$ cat config.mk
export PLATFORM = sky130hd
export DESIGN_NAME = co2_frame_check_and_average_flat
export DESIGN_NICKNAME = d
export VERILOG_FILES = /design/src/co2fca_pkg.sv /design/src/co2fca_if.sv /design/src/co2fca_divider.sv /design/src/co2_frame_check_and_average.sv /design/src/flat_wrapper.sv
export SDC_FILE = /design/constraint.sdc
export NUM_CORES = 1
export LEC_CHECK = 0
export BUFFER_PORTS_ARGS = -buffer_cell sky130_fd_sc_hd__buf_2
export CORE_MARGIN = 2
export CORE_UTILIZATION = 27
export CTS_CLUSTER_SIZE = 30
export DETAILED_ROUTE_END_ITERATION = 8
export HOLD_SLACK_MARGIN = 0.03
export SYNTH_ARGS = -nofsm -noshare
export SYNTH_HDL_FRONTEND = slang
export SYNTH_HIERARCHICAL = 1
export SYNTH_SLANG_ARGS = --single-unit
$ cat constraint.sdc
create_clock -name clk -period 11.5 [get_ports clk]
set_input_delay 1.15 -clock clk [delete_from_list [all_inputs] [get_ports clk]]
set_output_delay 1.15 -clock clk [all_outputs]
set_load 0.005 [all_outputs]
$ cat src/co2fca_pkg.sv
// Shared types, widths and constants of the CO2 frame checker and averager.
package co2fca_pkg;

    localparam int COUNT_BITS = 16;
    localparam int PPM_W      = 16;
    localparam int TEMP_W     = 9;
    localparam int BYTE_W     = 8;
    localparam int OUT_CNT_W  = 16;
    localparam int SUM_W      = COUNT_BITS + PPM_W;
    localparam int STEP_W     = $clog2(SUM_W + 1);
    localparam int EXT_W      = (COUNT_BITS > OUT_CNT_W) ? COUNT_BITS : OUT_CNT_W;

    localparam logic [3:0]              FRAME_LEN    = 4'd9;
    localparam logic [3:0]              LAST_POS     = 4'd8;
    localparam logic [3:0]              FIRST_SUM    = 4'd1;
    localparam logic [3:0]              LAST_SUM     = 4'd7;
    localparam logic [3:0]              POS_PPM_HI   = 4'd2;
    localparam logic [3:0]              POS_PPM_LO   = 4'd3;
    localparam logic [3:0]              POS_TEMP     = 4'd4;
    localparam logic [3:0]              POS_STATUS   = 4'd5;
    localparam logic [PPM_W-1:0]        EXCLUDED_PPM = 16'd410;
    localparam logic signed [TEMP_W-1:0] TEMP_OFFSET = 9'sd40;
    localparam logic [COUNT_BITS-1:0]   COUNT_MAX    = '1;

    typedef enum logic [1:0] {
        OP_START   = 2'd0,
        OP_BYTE    = 2'd1,
        OP_TIMEOUT = 2'd2,
        OP_REPORT  = 2'd3
    } op_t;

    typedef enum logic {
        KIND_SINGLE  = 1'b0,
        KIND_AVERAGE = 1'b1
    } kind_t;

    typedef struct packed {
        logic                  start;
        logic [SUM_W-1:0]      dividend;
        logic [COUNT_BITS-1:0] divisor;
    } div_ctrl_t;

    typedef struct packed {
        logic             busy;
        logic [PPM_W-1:0] quotient;
    } div_stat_t;

    function automatic logic [OUT_CNT_W-1:0] sat_count(input logic [COUNT_BITS-1:0] c);
        logic [EXT_W-1:0] ext;
        ext = EXT_W'(c);
        if (ext > EXT_W'({OUT_CNT_W{1'b1}}))
        begin
            return '1;
        end
        return ext[OUT_CNT_W-1:0];
    endfunction

endpackage

$ cat src/co2fca_if.sv
// Valid/ready channel interfaces for the request and result transfers.
interface co2fca_in_if import co2fca_pkg::*; ();
    logic              valid;
    logic              ready;
    logic [1:0]        operation;
    logic [BYTE_W-1:0] data_byte;

    modport source (output valid, output operation, output data_byte, input ready);
    modport sink   (input valid, input operation, input data_byte, output ready);
endinterface

interface co2fca_out_if import co2fca_pkg::*; ();
    logic                     valid;
    logic                     ready;
    logic                     kind;
    logic                     valid_res;
    logic [PPM_W-1:0]         ppm;
    logic signed [TEMP_W-1:0] temperature;
    logic [OUT_CNT_W-1:0]     sample_count;

    modport source (output valid, output kind, output valid_res, output ppm,
                    output temperature, output sample_count, input ready);
    modport sink   (input valid, input kind, input valid_res, input ppm,
                    input temperature, input sample_count, output ready);
endinterface

$ cat src/co2fca_divider.sv
// Bit-serial restoring divider that forms the mean of the running ppm sum.
module co2fca_divider import co2fca_pkg::*; (
    input  logic      clk,
    input  logic      rst_n,
    input  div_ctrl_t ctrl,
    output div_stat_t stat
);

    logic [SUM_W-1:0]      quo_reg, quo_next;
    logic [COUNT_BITS-1:0] rem_reg, rem_next;
    logic [COUNT_BITS-1:0] div_reg, div_next;
    logic [STEP_W-1:0]     step_reg, step_next;

    logic [COUNT_BITS:0] shifted;
    logic [COUNT_BITS:0] diff;

    always_comb
    begin
        shifted   = {rem_reg, quo_reg[SUM_W-1]};
        diff      = shifted - {1'b0, div_reg};
        quo_next  = quo_reg;
        rem_next  = rem_reg;
        div_next  = div_reg;
        step_next = step_reg;
        if (ctrl.start)
        begin
            quo_next  = ctrl.dividend;
            rem_next  = '0;
            div_next  = ctrl.divisor;
            step_next = STEP_W'(SUM_W);
        end
        else if (step_reg != '0)
        begin
            if (!diff[COUNT_BITS])
            begin
                rem_next = diff[COUNT_BITS-1:0];
                quo_next = {quo_reg[SUM_W-2:0], 1'b1};
            end
            else
            begin
                rem_next = shifted[COUNT_BITS-1:0];
                quo_next = {quo_reg[SUM_W-2:0], 1'b0};
            end
            step_next = step_reg - STEP_W'(1);
        end
    end

    always_ff @(posedge clk or negedge rst_n)
    begin
        if (!rst_n)
        begin
            step_reg <= '0;
        end
        else
        begin
            step_reg <= step_next;
        end
    end

    always_ff @(posedge clk)
    begin
        quo_reg <= quo_next;
        rem_reg <= rem_next;
        div_reg <= div_next;
    end

    assign stat.busy     = (step_reg != '0);
    assign stat.quotient = quo_reg[PPM_W-1:0];

endmodule

$ cat src/co2_frame_check_and_average.sv
// Top level of the CO2 sensor reply checker and running ppm averager.
//
// Requests arrive on the request channel: start of frame, one reply byte,
// reply timeout or report. Results leave on the result channel, one per
// timeout, per report and per ninth byte of an open frame; other requests
// give no result. A transfer happens when valid and ready are both high.
// Start, byte and timeout requests are handled at the transfer, and any
// result they give is registered in the cycle after the transfer.
// A report with samples in the running sum starts a one-bit-per-cycle
// divider over the 32-bit sum; its result is registered once the divider
// is done and the output register is free, and no request is taken
// before then. A report with no samples answers in the next cycle with the
// last reading.
// A single output register holds the pending result. While the receiver
// stalls, a new request is taken only once that register is freed in the
// same cycle. Reset closes any frame, clears the sums and last reading,
// and empties the output register.
module co2_frame_check_and_average import co2fca_pkg::*; (
    input  logic          clk,
    input  logic          rst_n,
    co2fca_in_if.sink     request,
    co2fca_out_if.source  result
);

    typedef enum logic [1:0] {
        ST_IDLE   = 2'b01,
        ST_DIVIDE = 2'b10
    } state_t;

    state_t state_reg, state_next;

    logic [3:0]               pos_reg, pos_next;
    logic [BYTE_W-1:0]        checksum_reg, checksum_next;
    logic [PPM_W-1:0]         ppm_cap_reg, ppm_cap_next;
    logic [BYTE_W-1:0]        temp_cap_reg, temp_cap_next;
    logic [BYTE_W-1:0]        status_cap_reg, status_cap_next;
    logic [SUM_W-1:0]         sum_reg, sum_next;
    logic [COUNT_BITS-1:0]    total_reg, total_next;
    logic [PPM_W-1:0]         last_ppm_reg, last_ppm_next;
    logic                     last_valid_reg, last_valid_next;
    logic signed [TEMP_W-1:0] last_temp_reg, last_temp_next;

    logic                     out_valid_reg, out_valid_next;
    logic                     out_kind_reg, out_kind_next;
    logic                     out_vres_reg, out_vres_next;
    logic [PPM_W-1:0]         out_ppm_reg, out_ppm_next;
    logic signed [TEMP_W-1:0] out_temp_reg, out_temp_next;
    logic [OUT_CNT_W-1:0]     out_cnt_reg, out_cnt_next;

    div_ctrl_t div_ctrl;
    div_stat_t div_stat;

    logic              slot_free;
    logic              accept;
    logic              emit;
    logic              emit_kind;
    logic [BYTE_W-1:0] expect_sum;
    logic [PPM_W-1:0]  reading;

    co2fca_divider u_divider (
        .clk   (clk),
        .rst_n (rst_n),
        .ctrl  (div_ctrl),
        .stat  (div_stat)
    );

    assign slot_free     = !out_valid_reg || result.ready;
    assign request.ready = (state_reg == ST_IDLE) && slot_free;
    assign accept        = request.valid && request.ready;
    assign expect_sum    = BYTE_W'(8'd0 - checksum_reg);

    always_comb
    begin
        state_next      = state_reg;
        pos_next        = pos_reg;
        checksum_next   = checksum_reg;
        ppm_cap_next    = ppm_cap_reg;
        temp_cap_next   = temp_cap_reg;
        status_cap_next = status_cap_reg;
        sum_next        = sum_reg;
        total_next      = total_reg;
        last_ppm_next   = last_ppm_reg;
        last_valid_next = last_valid_reg;
        last_temp_next  = last_temp_reg;
        div_ctrl.start    = 1'b0;
        div_ctrl.dividend = sum_reg;
        div_ctrl.divisor  = total_reg;
        emit      = 1'b0;
        emit_kind = KIND_SINGLE;
        reading   = '0;

        case (state_reg)
            ST_IDLE:
            begin
                if (accept)
                begin
                    case (request.operation)
                        OP_START:
                        begin
                            pos_next        = '0;
                            checksum_next   = '0;
                            ppm_cap_next    = '0;
                            temp_cap_next   = '0;
                            status_cap_next = '0;
                        end
                        OP_BYTE:
                        begin
                            if (pos_reg < FRAME_LEN)
                            begin
                                if (pos_reg >= FIRST_SUM && pos_reg <= LAST_SUM)
                                begin
                                    checksum_next = checksum_reg + request.data_byte;
                                end
                                if (pos_reg == POS_PPM_HI)
                                begin
                                    ppm_cap_next = {request.data_byte, ppm_cap_reg[7:0]};
                                end
                                else if (pos_reg == POS_PPM_LO)
                                begin
                                    ppm_cap_next = {ppm_cap_reg[15:8], request.data_byte};
                                end
                                else if (pos_reg == POS_TEMP)
                                begin
                                    temp_cap_next = request.data_byte;
                                end
                                else if (pos_reg == POS_STATUS)
                                begin
                                    status_cap_next = request.data_byte;
                                end
                                if (pos_reg == LAST_POS)
                                begin
                                    pos_next = FRAME_LEN;
                                    emit     = 1'b1;
                                    if (expect_sum == request.data_byte
                                        && status_cap_reg == '0)
                                    begin
                                        reading        = ppm_cap_reg;
                                        last_temp_next = TEMP_W'($signed({1'b0, temp_cap_reg})
                                                                 - TEMP_OFFSET);
                                    end
                                    last_ppm_next = reading;
                                    if (reading != '0 && reading != EXCLUDED_PPM)
                                    begin
                                        last_valid_next = 1'b1;
                                        if (total_reg < COUNT_MAX)
                                        begin
                                            sum_next   = sum_reg + SUM_W'(reading);
                                            total_next = total_reg + COUNT_BITS'(1);
                                        end
                                    end
                                    else
                                    begin
                                        last_valid_next = 1'b0;
                                        sum_next        = '0;
                                        total_next      = '0;
                                    end
                                end
                                else
                                begin
                                    pos_next = pos_reg + 4'd1;
                                end
                            end
                        end
                        OP_TIMEOUT:
                        begin
                            pos_next        = FRAME_LEN;
                            last_ppm_next   = '0;
                            last_valid_next = 1'b0;
                            sum_next        = '0;
                            total_next      = '0;
                            emit            = 1'b1;
                        end
                        OP_REPORT:
                        begin
                            if (total_reg != '0)
                            begin
                                div_ctrl.start = 1'b1;
                                state_next     = ST_DIVIDE;
                            end
                            else
                            begin
                                emit      = 1'b1;
                                emit_kind = KIND_AVERAGE;
                            end
                        end
                        default:
                        begin
                        end
                    endcase
                end
            end
            ST_DIVIDE:
            begin
                if (!div_stat.busy && slot_free)
                begin
                    last_ppm_next   = div_stat.quotient;
                    last_valid_next = 1'b1;
                    emit            = 1'b1;
                    emit_kind       = KIND_AVERAGE;
                    state_next      = ST_IDLE;
                end
            end
            default:
            begin
                state_next = ST_IDLE;
            end
        endcase
    end

    always_comb
    begin
        out_valid_next = out_valid_reg && !result.ready;
        out_kind_next  = out_kind_reg;
        out_vres_next  = out_vres_reg;
        out_ppm_next   = out_ppm_reg;
        out_temp_next  = out_temp_reg;
        out_cnt_next   = out_cnt_reg;
        if (emit)
        begin
            out_valid_next = 1'b1;
            out_kind_next  = emit_kind;
            out_vres_next  = last_valid_next;
            out_ppm_next   = last_ppm_next;
            out_temp_next  = last_temp_next;
            out_cnt_next   = sat_count(total_next);
        end
    end

    always_ff @(posedge clk or negedge rst_n)
    begin
        if (!rst_n)
        begin
            state_reg      <= ST_IDLE;
            pos_reg        <= FRAME_LEN;
            checksum_reg   <= '0;
            ppm_cap_reg    <= '0;
            temp_cap_reg   <= '0;
            status_cap_reg <= '0;
            sum_reg        <= '0;
            total_reg      <= '0;
            last_ppm_reg   <= '0;
            last_valid_reg <= 1'b0;
            last_temp_reg  <= '0;
            out_valid_reg  <= 1'b0;
        end
        else
        begin
            state_reg      <= state_next;
            pos_reg        <= pos_next;
            checksum_reg   <= checksum_next;
            ppm_cap_reg    <= ppm_cap_next;
            temp_cap_reg   <= temp_cap_next;
            status_cap_reg <= status_cap_next;
            sum_reg        <= sum_next;
            total_reg      <= total_next;
            last_ppm_reg   <= last_ppm_next;
            last_valid_reg <= last_valid_next;
            last_temp_reg  <= last_temp_next;
            out_valid_reg  <= out_valid_next;
        end
    end

    always_ff @(posedge clk)
    begin
        out_kind_reg <= out_kind_next;
        out_vres_reg <= out_vres_next;
        out_ppm_reg  <= out_ppm_next;
        out_temp_reg <= out_temp_next;
        out_cnt_reg  <= out_cnt_next;
    end

    assign result.valid        = out_valid_reg;
    assign result.kind         = out_kind_reg;
    assign result.valid_res    = out_vres_reg;
    assign result.ppm          = out_ppm_reg;
    assign result.temperature  = out_temp_reg;
    assign result.sample_count = out_cnt_reg;

endmodule
$ cat src/flat_wrapper.sv
// flat-port wrapper written by rule: the top's interface ports become plain ports
module co2_frame_check_and_average_flat import co2fca_pkg::*;
  (clk, rst_n, request_valid, request_operation, request_data_byte, request_ready, result_valid, result_kind, result_valid_res, result_ppm, result_temperature, result_sample_count, result_ready);
  co2fca_in_if request_i ();
  co2fca_out_if result_i ();
  input  logic clk;
  input  logic rst_n;
  input wire logic [$bits(request_i.valid)-1:0] request_valid;
  input wire logic [$bits(request_i.operation)-1:0] request_operation;
  input wire logic [$bits(request_i.data_byte)-1:0] request_data_byte;
  output wire logic [$bits(request_i.ready)-1:0] request_ready;
  output wire logic [$bits(result_i.valid)-1:0] result_valid;
  output wire logic [$bits(result_i.kind)-1:0] result_kind;
  output wire logic [$bits(result_i.valid_res)-1:0] result_valid_res;
  output wire logic [$bits(result_i.ppm)-1:0] result_ppm;
  output wire logic [$bits(result_i.temperature)-1:0] result_temperature;
  output wire logic [$bits(result_i.sample_count)-1:0] result_sample_count;
  input wire logic [$bits(result_i.ready)-1:0] result_ready;
  assign request_i.valid = request_valid;
  assign request_i.operation = request_operation;
  assign request_i.data_byte = request_data_byte;
  assign request_ready = request_i.ready;
  assign result_valid = result_i.valid;
  assign result_kind = result_i.kind;
  assign result_valid_res = result_i.valid_res;
  assign result_ppm = result_i.ppm;
  assign result_temperature = result_i.temperature;
  assign result_sample_count = result_i.sample_count;
  assign result_i.ready = result_ready;
  co2_frame_check_and_average u_core (.clk(clk), .rst_n(rst_n), .request(request_i), .result(result_i));
endmodule
Word-level counts from Yosys, hierarchy flattened. Cells that the tools add are included.

Bits in registers: 234. Word-level logic and storage cells: 178.

Add/sub/neg operators: 8. Order comparisons: 5. Equal/unequal tests: 27. Muxes and demuxes: 88. Reductions and logical operators: 28.

Operators by type and width (number): $mux W16 (21); $mux W32 (6); $pmux W16 S2 (4); $mux W8 (12); $pmux W32 S2 (1); $mux W9 (6); $pmux W8 S2 (3); $add A32 B16 Y32 (1); $reduce_bool A16 Y1 (2); $mux W1 (20); $ne A2 B1 Y1 const B (9); $sub A17 B16 Y17 (1); $add A16 B1 Y16 const B (1); $gt A16 B16 Y1 const B (1); $lt A16 B16 Y1 const B (1); $ne A16 B9 Y1 const B (1); $mux W6 (2); $pmux W4 S3 (1); $reduce_and A6 Y1 (2); $ne A2 B2 Y1 const B (5); $reduce_and A5 Y1 (2); $sub A8 B6 Y9 const B (1); $add A8 B8 Y8 (1); $eq A4 B2 Y1 const B (2); 28 further kinds (50).

Depth between registers and ports, before layout. Gate-level depths: netlist (run 1).

Word-level depth: 21. Depth in mapped cells: 21. Depth with buffers taken out: 18.

Modules after synthesis. The synthesis (run 1) kept the hierarchy.

By module, submodules not included: co2_frame_check_and_average (instances 1, cells an instance 1028, area each 9521.6 µm², sequential area each 4322.9 µm²); co2fca_divider (instances 1, cells an instance 367, area each 3998.8 µm², sequential area each 1911.8 µm²).

Worst setup path before layout (run 1). Ideal clock, no wire load.

Path kind: input -> register. Start: input request_operation[1]. End: register u_core.out_kind_reg (netlist: u_core/result.kind), enable pin. Library setup time: 0.515 ns. Arrival time: 5.505 ns. Required time: 10.985 ns. Slack: 5.480 ns. Cell stages on the path: 7. Cells stage by stage: inv_1 > ha_1 > clkbuf_1 > clkinv_1 > nor2_1 > o21ai_0 > a221oi_1.

Longest elaborated chain between the ends: 4. Elaborated cells on any way between the ends: 6.

RTL lines: from (decl) (RTL line flat_wrapper.sv:9) `input wire logic [$bits(request_i.operation)-1:0] request_operation;`; $eq A2 B2 Y1 / $eq A2 B1 Y1 (equally long branches) (RTL line co2_frame_check_and_average.sv:97) `case (request.operation)`; $pmux W1 S3 * (RTL line co2_frame_check_and_average.sv:97); $mux W1 * (RTL line co2_frame_check_and_average.sv:95) `if (accept)`; $pmux W1 S2 * (RTL line co2_frame_check_and_average.sv:92) `case (state_reg)`; named net u_core.emit (RTL line co2_frame_check_and_average.sv:55) `logic emit;`; to (signal assigned) (RTL line co2_frame_check_and_average.sv:265) `out_kind_reg <= out_kind_next;`; to (decl) (RTL line co2_frame_check_and_average.sv:44) `logic out_kind_reg, out_kind_next;`.

The timed path passes the listed nets; every way through them passes the cells marked *. A chain may end at the register's enable or synchronous reset.

Worst setup path after layout (run 1).
Start: register u_core.checksum_reg[1]. End: register u_core.sum_reg[15].

Longest elaborated chain between the ends: 15. Elaborated cells on any way between the ends: 20.

RTL lines: from (decl) (RTL line co2_frame_check_and_average.sv:33) `logic [BYTE_W-1:0] checksum_reg, checksum_next;`; from (signal assigned) (RTL line co2_frame_check_and_average.sv:250) `checksum_reg <= checksum_next;`; $sub A1 B8 Y8 * (RTL line co2_frame_check_and_average.sv:70) `assign expect_sum = BYTE_W'(8'd0 - checksum_reg);`; $eq A8 B8 Y1 * (RTL line co2_frame_check_and_average.sv:134) `if (expect_sum == request.data_byte`; $logic_and A1 B1 Y1 * (RTL line co2_frame_check_and_average.sv:135) `&& status_cap_reg == '0)`; $mux W16 * (RTL line co2_frame_check_and_average.sv:134); $mux W16 * (RTL line co2_frame_check_and_average.sv:130) `if (pos_reg == LAST_POS)`; $mux W16 * (RTL line co2_frame_check_and_average.sv:108) `if (pos_reg < FRAME_LEN)`; $mux W16 * (RTL line co2_frame_check_and_average.sv:97); $mux W16 * (RTL line co2_frame_check_and_average.sv:95); $mux W16 * (RTL line co2_frame_check_and_average.sv:92); $add A32 B16 Y32 (tied with other cells) (RTL line co2_frame_check_and_average.sv:147) `sum_next = sum_reg + SUM_W'(reading);`; $mux W32 / $logic_and A1 B1 Y1 (equally long branches) (RTL line co2_frame_check_and_average.sv:145, co2_frame_check_and_average.sv:142); $mux W32 (RTL line co2_frame_check_and_average.sv:142) `if (reading != '0 && reading != EXCLUDED_PPM)`; $mux W32 (RTL line co2_frame_check_and_average.sv:130); $mux W32 (RTL line co2_frame_check_and_average.sv:108); $pmux W32 S2 (RTL line co2_frame_check_and_average.sv:97); to (signal assigned) (RTL line co2_frame_check_and_average.sv:254) `sum_reg <= sum_next;`; to (decl) (RTL line co2_frame_check_and_average.sv:37) `logic [SUM_W-1:0] sum_reg, sum_next;`.

Mark *: on every way between the ends. The rest lies on a longest branch, timed or not. The select of a mux whose other input is x is not followed.

==> results of run 1 <==
-- placed cells by master, fill, tap and decap left out, drive strengths merged, types with 26 or more instances in the layout --
cell	n
clkbuf	36
nand3	53
buf	68
mux2	35
inv	62
a22oi	27
a21oi	56
dfrtp	124
ha	53
o31ai	34
nor4	26
nor3	30
o21ai	104
xnor2	26
edfxtp	91
and3	30
nand2	175
nor2	63
-- layout make-up --
cell class	count	area (µm²)	share of cell area [%]
clock buffer	36	729.5	4.797
clock inverter	14	157.7	1.037
inverter	62	232.7	1.530
multi-input combinational	1004	6640	43.66
sequential	234	6235	41.00
tap	672	840.8	5.529
timing repair buffer	68	371.6	2.444
-- logic make-up after synthesis --
kind of cell | after synthesis
buffers and inverters | 157
multiplexers | 43
adder cells (fa/ha/maj) | 57
AND/OR/NAND/NOR | 493
AO/OA/AOI/OAI | 370
XOR/XNOR | 41
flip-flops | 234
-- worst max-delay path by stage --
stage,to,cells past startpoint
6_report,u_core/sum_reg[15]$_DFFE_PN0P_,17
5_1_grt,u_core/sum_reg[15]$_DFFE_PN0P_,17
4_1_cts,u_core/sum_reg[15]$_DFFE_PN0P_,17
3_5_place_dp,u_core/sum_reg[15]$_DFFE_PN0P_,16
3_3_place_gp,u_core/sum_reg[15]$_DFFE_PN0P_,16
2_1_floorplan,u_core/result.kind$_DFFE_PP_,7
-- report_power, final --
part | internal [mW] | leakage (nW) | switching, mW
registers | 1.07 | 2.77 | 0.150
clock network | 0.513 | 0.427 | 0.352
logic | 0.415 | 2.85 | 0.597
-- routing by layer --
layer / wire length (µm) / track usage [%]
met3: 1936 / 2.225
met1: 17040 / 19.50
met5: 0 / 0
met4: 694 / 3.577
met2: 16490 / 21.46
-- worst max-delay path, cell delays in order (launching register included) --
cell and delay, ns:
dfrtp_1 0.45, inv_1 0.07, ha_1 0.27, nor2b_1 0.17, o21a_1 0.20, o31ai_2 0.32, and3_1 0.65, and3_1 0.29
ha_1 0.26, and3_1 0.21, a221o_1 0.37, a211o_1 0.30, a211oi_1 0.31, nor4_1 0.08, o32a_1 0.40, and2_1 0.29
or3_1 0.37, a32o_1 0.26
-- through the flow --
stage                     instances  util (%)
after floorplan                1395         -
after global placement         2040     28.78
after detailed placement       2040     28.78
after CTS                      2090     30.56
after global routing           2090     30.56
final                          2090     30.56
==> reports/qor.yml, run 1 <==
outcome: "finished, final reports clean"
synth_area_per_cell_um2: 9.692
power_density_nw_per_um2: 203.3
reg2reg_from: "u_core/checksum_reg[1]$_DFFE_PN0P_"
preCtsSetupSlack_ns: 5.586
cp-startpoint: "u_core/checksum_reg[1]$_DFFE_PN0P_"
maxSlewViolCount: 0
pin_count: 59
grt_pass1_wl_mm: 58.08
r2r_end: "u_core/sum_reg[15]$_DFFE_PN0P_"
critPathArrivalTime_ns: 5.82
critPathLaunchType: "register"
ys_seq_area_share_pct: 46.11
cts_root_buf: "clkbuf_16"
clk_pin_slew_ns: 0.06
synth_fp_nets: 1465
yosysTopAreaCell: "dfrtp_1"
holdPathStages: 2
drtPass1Iterations: 5
worstHoldPathType: "reg -> reg"
clockBufferDepth: 3
synth_xor_area_share_pct: 2.656
ctsResizeCount: 0
row_count: 82
hold_slack_ns: 0.4843
cts_tree: "yes"
die_x_um: 227.8
synth-main-ff-cell: "dfrtp_1"
diodes: 0
ctsHoldBuffers: 0
min_period_ns: 5.383
synth.most_common_cell: "nand2_1"
hpwlAfterDp_mm: 25.37
path_max_fanout: 19
drtIter0Drc: 889
yosysUniqueCellTypes: 88
setup_slack_ns: 6.117
fin_nets: 1467
whs_endpoint: "u_core/temp_cap_reg[0]$_DFFE_PN0P_"
place.gp.congestion: 0.8620
hold_viol_final: 0
coreArea_um2: 49760
via_count: 10720
fillers: 5131
drc: 0
synth_compound_area_share_pct: 18.66
fin_crit_sh_pct: 46.81
fp.dieH_um: 227.8
synth_common_cells: "nand2_1, dfrtp_1, o21ai_0"
maxCapViolations: 0
post-route-cell-area_um2: 15210
drive_gt1_share_pct: 13.05
grt_max_degree: 75
clock_sinks: 234
cts_setup_buffers: 0
maxSlewHeadroom_pct: 17.97
skew_ns: 0.01383
wire_per_inst_um: 17.31
synth-adder-area-share_pct: 5.423
critPathKind: "reg -> reg"
start_util_pct: 27.17
fmax_ghz: 0.1858
synth_top_area_share_pct: 22.95
insertion_delay_ns: 0.56
rsz0062_at_grt: "no"
synthTopCellsByArea: "dfrtp_1, edfxtp_1, ha_1"
io_buffers: 58
routed_wl_mm: 36.17
ant_nets: 0
power_mw: 3.092
synth_top_family_by_area: "compound AO/OA/AOI/OAI gates"
synthArstFlopShare_pct: 54.27
hold_start: "u_core/temp_cap_reg[0]$_DFFE_PN0P_"
reg2reg_slack_ns: 6.12
grt_use_total_pct: 13.67
ys_ff_latch: 234
synth_edf_count: 91
setup_violations: 0
crit_required_ns: 11.94
numCtsBuffers: 27
yosysWarningCount: 6
tns_ns: 0
synthCells: 1395
reg2regPathDepth: 17
peakVddDrop_uv: 106.8
muxShareOfSynthArea_pct: 3.600
synth-simple-area-share_pct: 18.59
antenna_found_initial: 0
grt_pass1_vias: 10290
syn_to_final_growth_pct: 12.47
cts.htree.levels: 1
via_per_inst: 5.127
place_area_um2: 14320
globalRouteOverflowTotal: 0
dieArea_um2: 51880
leakage_nw: 6.050
netlist_area_um2: 13520
worst_setup_path_end_kind: "register"
tightestPinTransition_ns: 1.230
Note: power is estimated with default switching activity, not from simulation.
==> run 2, diff against run 1 <==
clock period = 4.7 ns   (was 11.5 ns; I/O delays follow)
==> run 2 against run 1 <==
  * Critical path depth unchanged
  * Utilization up 0.39 points
  * Count of clock-buffer cells in the layout down 4
  * Register-to-register slack worse by 5.9 ns
  * Cell count up 0.86%
  * Highest routed layer unchanged
==> reports/qor.yml, run 2 (synthesis gave the netlist of run 1 again) <==
outcome: "finished, final reports clean"
critPathKind: "reg -> reg"
die_x_um: 227.8
grt_pass1_vias: 10480
critPathLaunchType: "register"
dieArea_um2: 51880
setup_violations: 0
power_mw: 7.695
antenna_found_initial: 0
post-route-cell-area_um2: 15400
clk_pin_slew_ns: 0.06
numCtsBuffers: 28
via_per_inst: 5.141
fin_nets: 1484
drtIter0Drc: 1041
clock_sinks: 234
via_count: 10840
maxUsedRoutingLayer: "met4"
place.gp.congestion: 0.8783
endpoint: "u_core/sum_reg[15]$_DFFE_PN0P_"
hpwlAfterDp_mm: 25.78
coreArea_um2: 49760
start_util_pct: 27.17
wl_met2_mm: 16.95
maxSlewHeadroom_pct: 36.90
routed_wl_mm: 36.82
wl_met1_mm: 17.31
wl_met3_mm: 1.833
cp-startpoint: "u_core/checksum_reg[0]$_DFFE_PN0P_"
peakVddDrop_uv: 286.5
drive_gt1_share_pct: 14.55
insertion_delay_ns: 0.56
fillers: 5147
ctsHoldBuffers: 0
skew_ns: 0.01498
syn_to_final_growth_pct: 13.93
setup_slack_ns: 0.2124
pin_count: 59
cts_tree: "yes"
drc: 0
leakage_nw: 6.159
layout_commonest_cell: "nand2_1"
cts.htree.levels: 1
diodes: 0
clockBufferDepth: 3
cts_root_buf: "clkbuf_16"
reg2reg_from: "u_core/checksum_reg[0]$_DFFE_PN0P_"
reg2regPathDepth: 17
rsz0062_at_grt: "no"
reg2reg_slack_ns: 0.21
tns_ns: 0
hold_slack_ns: 0.008537
critPathArrivalTime_ns: 4.93
r2r_end: "u_core/sum_reg[15]$_DFFE_PN0P_"
ant_nets: 0
fin_crit_sh_pct: 95.48
worst_setup_path_end_kind: "register"
grt_pass1_wl_mm: 58.65
power_density_nw_per_um2: 499.6
io_buffers: 58
path_max_fanout: 5
tightestPinTransition_ns: 0.9379
preCtsSetupSlack_ns: 0.05613
fmax_ghz: 0.2228
crit_required_ns: 5.14
place_area_um2: 14450
most-common-layout-cells: "nand2_1, dfrtp_1, o21ai_0"
fp.dieH_um: 227.8
min_period_ns: 4.488
maxCapViolations: 0
drtPass1Iterations: 5
row_count: 82
worstHoldPathType: "in -> async"
maxSlewViolCount: 0
wire_per_inst_um: 17.47
hold_viol_final: 0
globalRouteOverflowTotal: 0
grt_use_total_pct: 13.79
grt_max_degree: 90
run 2: cell count changes in the layout (fill, tap and decap cells not counted), moves of 2 or more:
cell,change
buf_4,+16
clkbuf_1,-5
clkinv_1,+3
a211oi_1,-2
a211oi_2,+2
clkbuf_16,+2
clkinv_2,+2
run 2: worst max-delay path: stages, from the launching register on:
cell	delay (ns)
dfrtp_1	0.39
inv_1	0.06
ha_1	0.23
nor2b_1	0.16
o21a_1	0.23
o31ai_4	0.28
and3_4	0.26
and3_1	0.18
ha_1	0.26
and3_1	0.21
a221o_1	0.36
a211o_1	0.31
a211oi_2	0.24
nor4_1	0.07
o32a_1	0.34
and2_1	0.17
or3_1	0.34
a32o_1	0.27
run 2: power breakdown:
group	switching (mW)	internal (mW)	total, mW
logic	1.49	1.04	2.53
registers	0.357	2.61	2.97
clock network	0.895	1.30	2.20
run 2: timing repair:
action	4_1_cts	5_1_grt
endpoints found under the setup margin	0	16
setup buffers	0	1
resized for setup	0	3
run 2: per-stage QoR:
step	util [%]	cells
after global placement	29.04	2055
after detailed placement	29.04	2055
final	30.96	2108
after CTS	30.92	2107
after global routing	30.96	2108
after floorplan	-	1395
run 2: cell type report:
cell class / instances / area, µm² / area share (%)
Clock buffer: 32 / 747.0 / 4.849
Clock inverter: 20 / 186.4 / 1.210
Inverter: 62 / 232.7 / 1.511
Multi-Input combinational cell: 1004 / 6670 / 43.30
Sequential cell: 234 / 6235 / 40.48
Tap cell: 672 / 840.8 / 5.459
Timing Repair Buffer: 84 / 491.7 / 3.192
run 2: worst min path at each step:
stage,slack [ns],cells after the start,endpoint,from
after floorplan,0.17,0,u_core/checksum_reg[0]$_DFFE_PN0P_,rst_n
after global placement,0.48,2,u_core/temp_cap_reg[1]$_DFFE_PN0P_,u_core/temp_cap_reg[1]$_DFFE_PN0P_
after detailed placement,0.48,2,u_core/temp_cap_reg[1]$_DFFE_PN0P_,u_core/temp_cap_reg[1]$_DFFE_PN0P_
after CTS,0.04,1,u_core/sum_reg[22]$_DFFE_PN0P_,rst_n
after global routing,0.07,1,u_core/sum_reg[22]$_DFFE_PN0P_,rst_n
final,0.009,1,u_core/sum_reg[22]$_DFFE_PN0P_,rst_n
run 2: layer usage:
layer,track usage [%],up-vias
met4,3.721,0
li1,-,5185
met2,22.32,272
met5,0,-
met3,1.975,46
met1,19.22,5334
==> run 3, diff against run 2 <==
ABC_AREA = 1   (was default)
BUFFER_PORTS_ARGS = -buffer_cell sky130_fd_sc_hd__buf_4   (was -buffer_cell sky130_fd_sc_hd__buf_2)
==> run 3 against run 2 <==
  * Routed wire length rose by 3.1%
  * Die area grew 2.2%
  * Global-route usage rose by 0.46 points
  * First-iteration DRC count increased by 3.7%
  * Via count up 8.8%
  * Clock power is essentially flat
  * Synthesized cell count up 26%
  * Clock skew is 0.035 ns higher
  * Critical path type unchanged
  * Highest routed layer is now met5
==> reports/qor.yml, run 3 <==
outcome: "finished, final reports clean"
fin_crit_sh_pct: 86.51
tns_ns: 0
critPathArrivalTime_ns: 4.51
critPathLaunchType: "register"
worstHoldPathType: "in -> async"
synthArstFlopShare_pct: 54.27
multi_input_area_um2: 6342
drc: 0
leakage_nw: 7.372
crit_required_ns: 5.14
maxSlewHeadroom_pct: 33.78
clock_sinks: 234
post-route-cell-area_um2: 15860
maxCapViolations: 0
synth_area_per_cell_um2: 7.849
ctsHoldBuffers: 0
layout_commonest_cell: "nand2_1"
grt_pass1_vias: 11450
critPathKind: "reg -> reg"
synth_common_cells: "nand2_1, inv_1, nor2_1"
yosysTopAreaCell: "dfrtp_1"
drive_gt1_share_pct: 10.11
place.gp.congestion: 0.8947
grt_max_degree: 99
synthTopCellsByArea: "dfrtp_1, edfxtp_1, nand2_1"
insertion_delay_ns: 0.59
maxSlewViolCount: 0
synth-main-ff-cell: "dfrtp_1"
antenna_found_initial: 3
power_density_nw_per_um2: 537.9
cts_setup_buffers: 0
max_stage_delay_ns: 0.43
hpwlAfterDp_mm: 27.96
die_x_um: 230.3
row_count: 82
wire_per_inst_um: 15.17
drtIter0Drc: 1079
globalRouteOverflowTotal: 0
cts_root_buf: "clkbuf_16"
cts.htree.levels: 1
grt_pass1_wl_mm: 61.58
rsz0062_at_grt: "no"
most-common-layout-cells: "nand2_1, inv_1, nor2_1"
fin_nets: 1877
coreArea_um2: 50380
skew_ns: 0.04973
grt_use_total_pct: 14.25
dieArea_um2: 53020
hold_slack_ns: 0.04980
synth_edf_count: 91
drtPass1Iterations: 5
cts_tree: "yes"
worst_setup_path_end_kind: "register"
fmax_ghz: 0.2460
numCtsBuffers: 28
via_count: 11790
setup_violations: 0
netlist_area_um2: 13820
start_util_pct: 27.44
fillers: 5299
pin_count: 59
clk_pin_slew_ns: 0.07
tightestPinTransition_ns: 0.9933
synthCells: 1761
yosysUniqueCellTypes: 59
seq_area_um2: 6235
min_period_ns: 4.066
via_per_inst: 4.714
syn_to_final_growth_pct: 14.71
place_area_um2: 14900
cpMostUsedCell: "nand2_1"
yosysWarningCount: 6
fp.dieH_um: 230.3
synth_top_area_share_pct: 22.45
path_max_fanout: 14
io_buffers: 58
clockBufferDepth: 3
synth.most_common_cell: "nand2_1"
crit_slowest_cell: "dfrtp_1"
ys_ff_latch: 234
ctsResizeCount: 0
routed_wl_mm: 37.95
ant_nets: 0
hold_viol_final: 0
ys_seq_area_share_pct: 45.11
peakVddDrop_uv: 253.7
synth_fp_nets: 1831
-- run 3: cell count changes after synthesis, sizes merged, moves of 35 or more --
| cell | previous run | this run |
|---|---|---|
| nand3 | 53 | 127 |
| clkbuf | 63 | 23 |
| inv | 61 | 248 |
| mux2 | 35 | 0 |
| nand2 | 175 | 510 |
| nor2 | 63 | 188 |
-- run 3: final cells by class --
| cell class | count | share of cell area, % |
|---|---|---|
| Antenna cell | 1 | 0.01578 |
| Clock inverter | 16 | 1.105 |
| Tap cell | 672 | 5.303 |
| Multi-Input combinational cell | 1223 | 40.00 |
| Clock buffer | 36 | 4.932 |
| Timing Repair Buffer | 69 | 3.370 |
| Sequential cell | 234 | 39.32 |
| Inverter | 251 | 5.950 |
-- run 3: per-stage QoR --
stage               worst slack (ns)  util (%)  total power [mW]  cells
global route                 0.09312     31.47             9.191   2501
finish                        0.6342     31.47             8.528   2502
global placement              0.6569     29.57             6.240   2449
detailed placement            0.5623     29.57             6.314   2449
floorplan                      1.076         -             5.503   1761
CTS                           0.6058     31.47             8.590   2501
-- run 3: cell families after synthesis --
kind of cell,share of synthesized area (%)
muxes,0.07242
AOI/OAI and AO/OA,9.623
and+or+nand+nor,28.74
DFF,45.11
buffers and inverters,9.007
xor gates and xnor gates,2.218
adders and majority gates,5.232
-- run 3: report_power, final --
group | switching (mW) | internal, mW | leakage, nW
Combinational | 2.12 | 1.10 | 4.16
Sequential | 0.347 | 2.73 | 2.75
Clock | 0.924 | 1.30 | 0.463
Total | 3.39 | 5.14 | 7.37
-- run 3: routing by layer --
layer | up-vias | share of wire, % | track usage (%)
li1 | 5841 | - | -
met1 | 5581 | 46 | 19.40
met2 | 313 | 47 | 23.65
met3 | 55 | 5.1 | 1.922
met4 | 4 | 2.1 | 3.911
met5 | - | 0.074 | 0
-- run 3: path summary, 6_finish.rpt --
| path | start | end | slack (ns) | cells past startpoint |
|---|---|---|---|---|
| min in group clk | request_data_byte[0] | u_core/ppm_cap_reg[8]$_DFFE_PN0P_ | 0.18 | 3 |
| worst min-delay path | rst_n | u_core/state_reg[1]$_DFFE_PN0P_ | 0.05 | 1 |
| worst max-delay path | u_core/checksum_reg[1]$_DFFE_PN0P_ | u_core/sum_reg[21]$_DFFE_PN0P_ | 0.63 | 30 |
| worst max register to register | u_core/checksum_reg[1]$_DFFE_PN0P_ | u_core/sum_reg[21]$_DFFE_PN0P_ | 0.63 | 30 |
| worst min register to register | u_core/last_temp_reg[1]$_DFF_PN0_ | u_core/last_temp_reg[1]$_DFF_PN0_ | 0.49 | 2 |
| max in group asynchronous | rst_n | u_core/checksum_reg[6]$_DFFE_PN0P_ | 3.66 | 2 |
-- run 3: worst max-delay path, delay by kind of cell (launching register included) --
family | cells | cell delay (ns)
simple gates | 23 | 2.45
fa+ha+maj | 2 | 0.46
flops | 1 | 0.43
compound gates | 1 | 0.32
buf+inv | 4 | 0.28
